<file path="config.mk">
export PLATFORM = sky130hd
export DESIGN_NAME = htep_byte_packer
export DESIGN_NICKNAME = d
export VERILOG_FILES = /design/src/hdl/htep_pkg.sv /design/src/hdl/htep_byte_packer.sv
export SDC_FILE = /design/constraint.sdc
export NUM_CORES = 1
export LEC_CHECK = 0
export ABC_AREA = 1
export BUFFER_PORTS_ARGS = -buffer_cell sky130_fd_sc_hd__buf_2
export CAP_MARGIN = 10
export CORE_ASPECT_RATIO = 0.8
export CORE_MARGIN = 8
export CORE_UTILIZATION = 36
export CTS_BUF_LIST = sky130_fd_sc_hd__clkbuf_8
export DETAILED_ROUTE_END_ITERATION = 8
export GPL_TIMING_DRIVEN = 0
export PLACE_DENSITY = 0.7
export RECOVER_POWER = 100
export REMOVE_ABC_BUFFERS = 1
export SETUP_SLACK_MARGIN = 0.02
export SLEW_MARGIN = 20
export SYNTH_ARGS = -nofsm -noshare
export SYNTH_HDL_FRONTEND = slang
export SYNTH_SLANG_ARGS = --single-unit
</file>
<file path="constraint.sdc">
create_clock -name clock -period 2.9 [get_ports clock]
set_input_delay 0 -clock clock [delete_from_list [all_inputs] [get_ports clock]]
set_output_delay 0 -clock clock [all_outputs]
set_load 0.005 [all_outputs]
</file>
<file path="src/hdl/htep_pkg.sv">
// ----------------------------------------------------------------------------
// htep_pkg
// Shared types and codes of the Huffman table encoder and byte packer.
// ----------------------------------------------------------------------------
package htep_pkg;

   localparam int CMD_W        = 2;
   localparam int SYMBOL_W     = 8;
   localparam int CODE_W       = 32;
   localparam int LEN_W        = 6;
   localparam int BYTE_W       = 8;
   localparam int TOTAL_BITS_W = 48;
   localparam int PEND_W       = 7;
   localparam int PCNT_W       = 3;

   localparam logic [CMD_W-1:0] CMD_LOAD   = 2'd0;
   localparam logic [CMD_W-1:0] CMD_ENCODE = 2'd1;
   localparam logic [CMD_W-1:0] CMD_FLUSH  = 2'd2;

   typedef struct packed {
      logic [CMD_W-1:0]    command;
      logic [SYMBOL_W-1:0] symbol;
      logic [CODE_W-1:0]   code_word;
      logic [LEN_W-1:0]    code_length;
   } htep_req_type;

   typedef struct packed {
      logic [BYTE_W-1:0]       packed_byte;
      logic                    byte_valid;
      logic                    last;
      logic [TOTAL_BITS_W-1:0] total_bits;
   } htep_rsp_type;

   typedef struct packed {
      logic [CODE_W-1:0] code_word;
      logic [LEN_W-1:0]  code_length;
   } htep_entry_type;

   typedef struct packed {
      logic                    byte_valid;
      logic                    last;
      logic [TOTAL_BITS_W-1:0] total_bits;
   } htep_job_ctl_type;

endpackage

</file>
<file path="src/hdl/htep_byte_packer.sv">
// ----------------------------------------------------------------------------
// htep_byte_packer
// Holds one left-aligned bit job and sends it out one byte per item,
// most significant byte first. Takes the next job as the last byte leaves.
// ----------------------------------------------------------------------------
module htep_byte_packer
   import htep_pkg::*;
#(
   parameter int ACC_W = 39,
   localparam int MAX_RESULTS = ACC_W / BYTE_W,
   localparam int RES_W = $clog2(MAX_RESULTS + 1)
) (
   input  logic             clock,
   input  logic             reset,
   input  logic             job_valid,
   output logic             job_ready,
   input  logic [ACC_W-1:0] job_bits,
   input  logic [RES_W-1:0] job_count,
   input  htep_job_ctl_type job_ctl,
   output logic             rsp_valid,
   input  logic             rsp_stall,
   output htep_rsp_type     rsp_data
);

   logic [ACC_W-1:0] bits_ff, bits_in;
   logic [RES_W-1:0] rem_ff, rem_in;
   htep_job_ctl_type ctl_ff, ctl_in;
   logic             take;

   assign rsp_valid = (rem_ff != '0);
   assign job_ready = !rsp_valid || (!rsp_stall && rem_ff == RES_W'(1));
   assign take      = job_valid && job_ready;

   always_comb begin
      bits_in = bits_ff;
      rem_in  = rem_ff;
      ctl_in  = ctl_ff;
      if (take) begin
         bits_in = job_bits;
         rem_in  = job_count;
         ctl_in  = job_ctl;
      end else if (rsp_valid && !rsp_stall) begin
         bits_in = bits_ff << BYTE_W;
         rem_in  = rem_ff - RES_W'(1);
      end
   end

   always_ff @(posedge clock) begin
      if (reset) begin
         rem_ff <= '0;
      end else begin
         rem_ff <= rem_in;
      end
      bits_ff <= bits_in;
      ctl_ff  <= ctl_in;
   end

   assign rsp_data.packed_byte = bits_ff[ACC_W-1 -: BYTE_W];
   assign rsp_data.byte_valid  = ctl_ff.byte_valid;
   assign rsp_data.last        = ctl_ff.last;
   assign rsp_data.total_bits  = ctl_ff.total_bits;

`ifndef SYNTHESIS
   a_job_nonempty: assert property (@(posedge clock) disable iff (reset)
      take |-> job_count != '0)
      else $error("packer took a job with no bytes");

   a_rem_bound: assert property (@(posedge clock) disable iff (reset)
      rem_ff <= RES_W'(MAX_RESULTS))
      else $error("packer byte count beyond maximum");

   a_last_single: assert property (@(posedge clock) disable iff (reset)
      (rsp_valid && ctl_ff.last) |-> rem_ff == RES_W'(1))
      else $error("stream end item is not a single byte job");
`endif

endmodule

</file>
==> metrics.cfg <==
[pwr]
sw_frac_of_total_pct=32.76
p_switching_w=0.001542
ir_drop_v=0.0007851
finalPower_w=0.004706
power.share.sequential_pct=50.2
power.density_mw_per_mm2=877.3
p_int_w=0.003164
clock_power_share_pct=18.1
p_leak_nw=2.290
p_comb_share_pct=31.7

[logic_synthesis]
syn_area_mm2=0.003453
syn_inst=253
syn_area_per_cell_um2=13.65
yosysUniqueCellTypes=15
yosys_warnings=0
ys_ff_latch=92
seq_area_frac_synth_pct=79.13

[detailed_routing]
drt_iter0_drc=172
post_drt_wl_per_cell_um=16.51
wirelength_um=10270
ant_nets=0
firstDrtPassIters=4
via_per_inst=4.420
vias=2749
drc=0

[floorplanning]
initial_core_util_pct=36.39
die-area_mm2=0.01300
die_h_um=103.6
core_area_mm2=0.009489
fp.dieW_um=125.5
rows=32
io_pins=156

[cts]
clk_pin_slew_ns=0.09
htreeDepth=3
clk_path_buf_depth=2
clockRootBuffer=clkbuf_8
cts_tree=done
clock_sinks=92
cts_buffers=9
clkLatencyLatePin_ns=0.36

[critical_path]
cp_num_cells=9
arrival_ns=2.67
r2r_start=rem_ff[0]
crit_type=flip-flop to flip-flop
cpPeakStageDelay_ns=0.56
crit_top_cell=nand2_1
r2r_setup_slack_ns=0.53
critPathLaunchType=flip-flop
crit_buf_inv=3
r2r_cells=9
worstPathRequired_ns=3.19
cp_slowest_cell=dlygate4sd3_1
end_kind=flip-flop
cp_top_family=buffers and inverters
reg2reg_to=rem_ff[2]
crit_path_cell_trace=inv_1, ha_1, nand2_1, nand2_1, nand2_2, buf_16, nand3_1, a21oi_1, dlygate4sd3_1
worstPathMaxFanout=24

[job]
cap_violations=0

[timing]
rsz0062_at_grt=no
drv_slew=0
skew_ns=0.01021
worst_pin_slew_ns=0.4924
period_needed_ns=2.371
hold_viol_final=0
fin_crit_sh_pct=81.77
finalSetupTns_ns=0
setup-violations-final=0
max_freq_mhz=421.7
setup_ws_ns=0.5287
slew_headroom_pct=67.06

[global_routing]
grt_overflow=0
grt_pass1_vias=2960
antenna_found_initial=0
grt_max_degree=51
grt_pass1_wl_um=16030
gr-usage-all-layers_pct=15.74

[layout]
layout-drive-gt1-share_pct=23.06
final_area_mm2=0.005364
finalNetCount=598
final_util_pct=56.53
antenna_cells=0
layout_common_cells=nand2_1, buf_2, dlygate4sd3_1
final_common_cell=nand2_1
synthToLayoutAreaGrowth_pct=55.33

[place]
dp_slack_ns=0.7165
gp_congestion=0.7864
portBuffers=155
placed_cell_area_mm2=0.004322
dp_hpwl_um=5878

[min_path]
min_to=rem_ff[1]
holdCritStartpoint=job_valid
whs_path_depth=5
hp-class=input pin to flip-flop

[status]
status=complete, no violations

-- per-layer routing --
| layer | global-route usage [%] | wire length (um) |
|---|---|---|
| met5 | 0 | 0 |
| met1 | 17.53 | 4221 |
| met4 | 4.510 | 109 |
| met3 | 6.557 | 905 |
| met2 | 27.03 | 5035 |
-- worst register-to-register path, cell delays in order, from the launching register on --
cell,delay (ns)
dfxtp_1,0.35
inv_1,0.08
ha_1,0.22
nand2_1,0.12
nand2_1,0.11
nand2_2,0.39
buf_16,0.24
nand3_1,0.10
a21oi_1,0.13
dlygate4sd3_1,0.56
-- Yosys cell counts --
cell type	number	area share (%)
edfxtp_1	89	77
inv_1	17	1.8
inv_2	1	0.11
buf_2	3	0.43
nor2_1	9	0.98
dfxtp_1	3	1.7
buf_6	1	0.33
ha_1	3	1.1
nand2_4	2	0.65
xnor2_1	1	0.25
a21oi_1	1	0.14
nand2_2	1	0.18
nand3_1	11	1.6
buf_4	11	2.4
nand2_1	100	11
-- sequential cells by signal, indices dropped and copies added (netlist names) --
signal	flops
rsp_data	50
bits_ff	39
rem_ff	3
-- repair_timing --
item                      4_1_cts  5_1_grt
resized for setup               0        0
hold endpoints to repair       92        0
setup buffers                   0        0
hold buffers                   93        0
-- cell type report --
class                   count  area [um^2]
well taps                 119        148.9
flip-flops and latches     92         2733
repair buffers            250         1680
clock inverters             6        71.32
inverters                  18        70.07
fillers                   803         4125
clock buffers               9        123.9
multi-input cells         128        536.8
-- power by group through the flow --
| stage | clock network (W) | logic [W] | registers (W) |
|---|---|---|---|
| 2_1_floorplan | 0 | 0.000760 | 0.00240 |
| 6_report | 0.000852 | 0.00149 | 0.00236 |
| 3_5_place_dp | 0 | 0.00146 | 0.00237 |
| 3_3_place_gp | 0 | 0.00132 | 0.00238 |
| 4_1_cts | 0.000893 | 0.00157 | 0.00234 |
| 5_1_grt | 0.000926 | 0.00168 | 0.00241 |
-- per-stage QoR --
step | instances | hold WS (ns)
4_1_cts | 622 | 0.05355
2_1_floorplan | 238 | 0.06907
6_report | 622 | 0.08930
5_1_grt | 622 | 0.09381
3_3_place_gp | 512 | 0.1762
3_5_place_dp | 514 | 0.1775
-- worst max-delay path by stage --
stage | from | endpoint | slack (ns)
after floorplan | rem_ff[0] | rsp_data[0] | 0.70
after global placement | rem_ff[0] | rsp_data[33] | 0.22
after detailed placement | rem_ff[0] | bits_ff[31] | 0.72
after CTS | rem_ff[0] | rem_ff[2] | 0.53
after global routing | rem_ff[0] | rem_ff[2] | 0.36
final | rem_ff[0] | rem_ff[2] | 0.53
-- cells by family after synthesis --
kind of cell / Yosys count / synth area share, %
AOI/OAI and AO/OA: 1 / 0.1448
adders and majority gates: 3 / 1.087
xor gates and xnor gates: 1 / 0.2537
and+or+nand+nor: 123 / 14.28
buffers and inverters: 33 / 5.108
DFF: 92 / 79.13
Power figures use the tool's default switching activity.
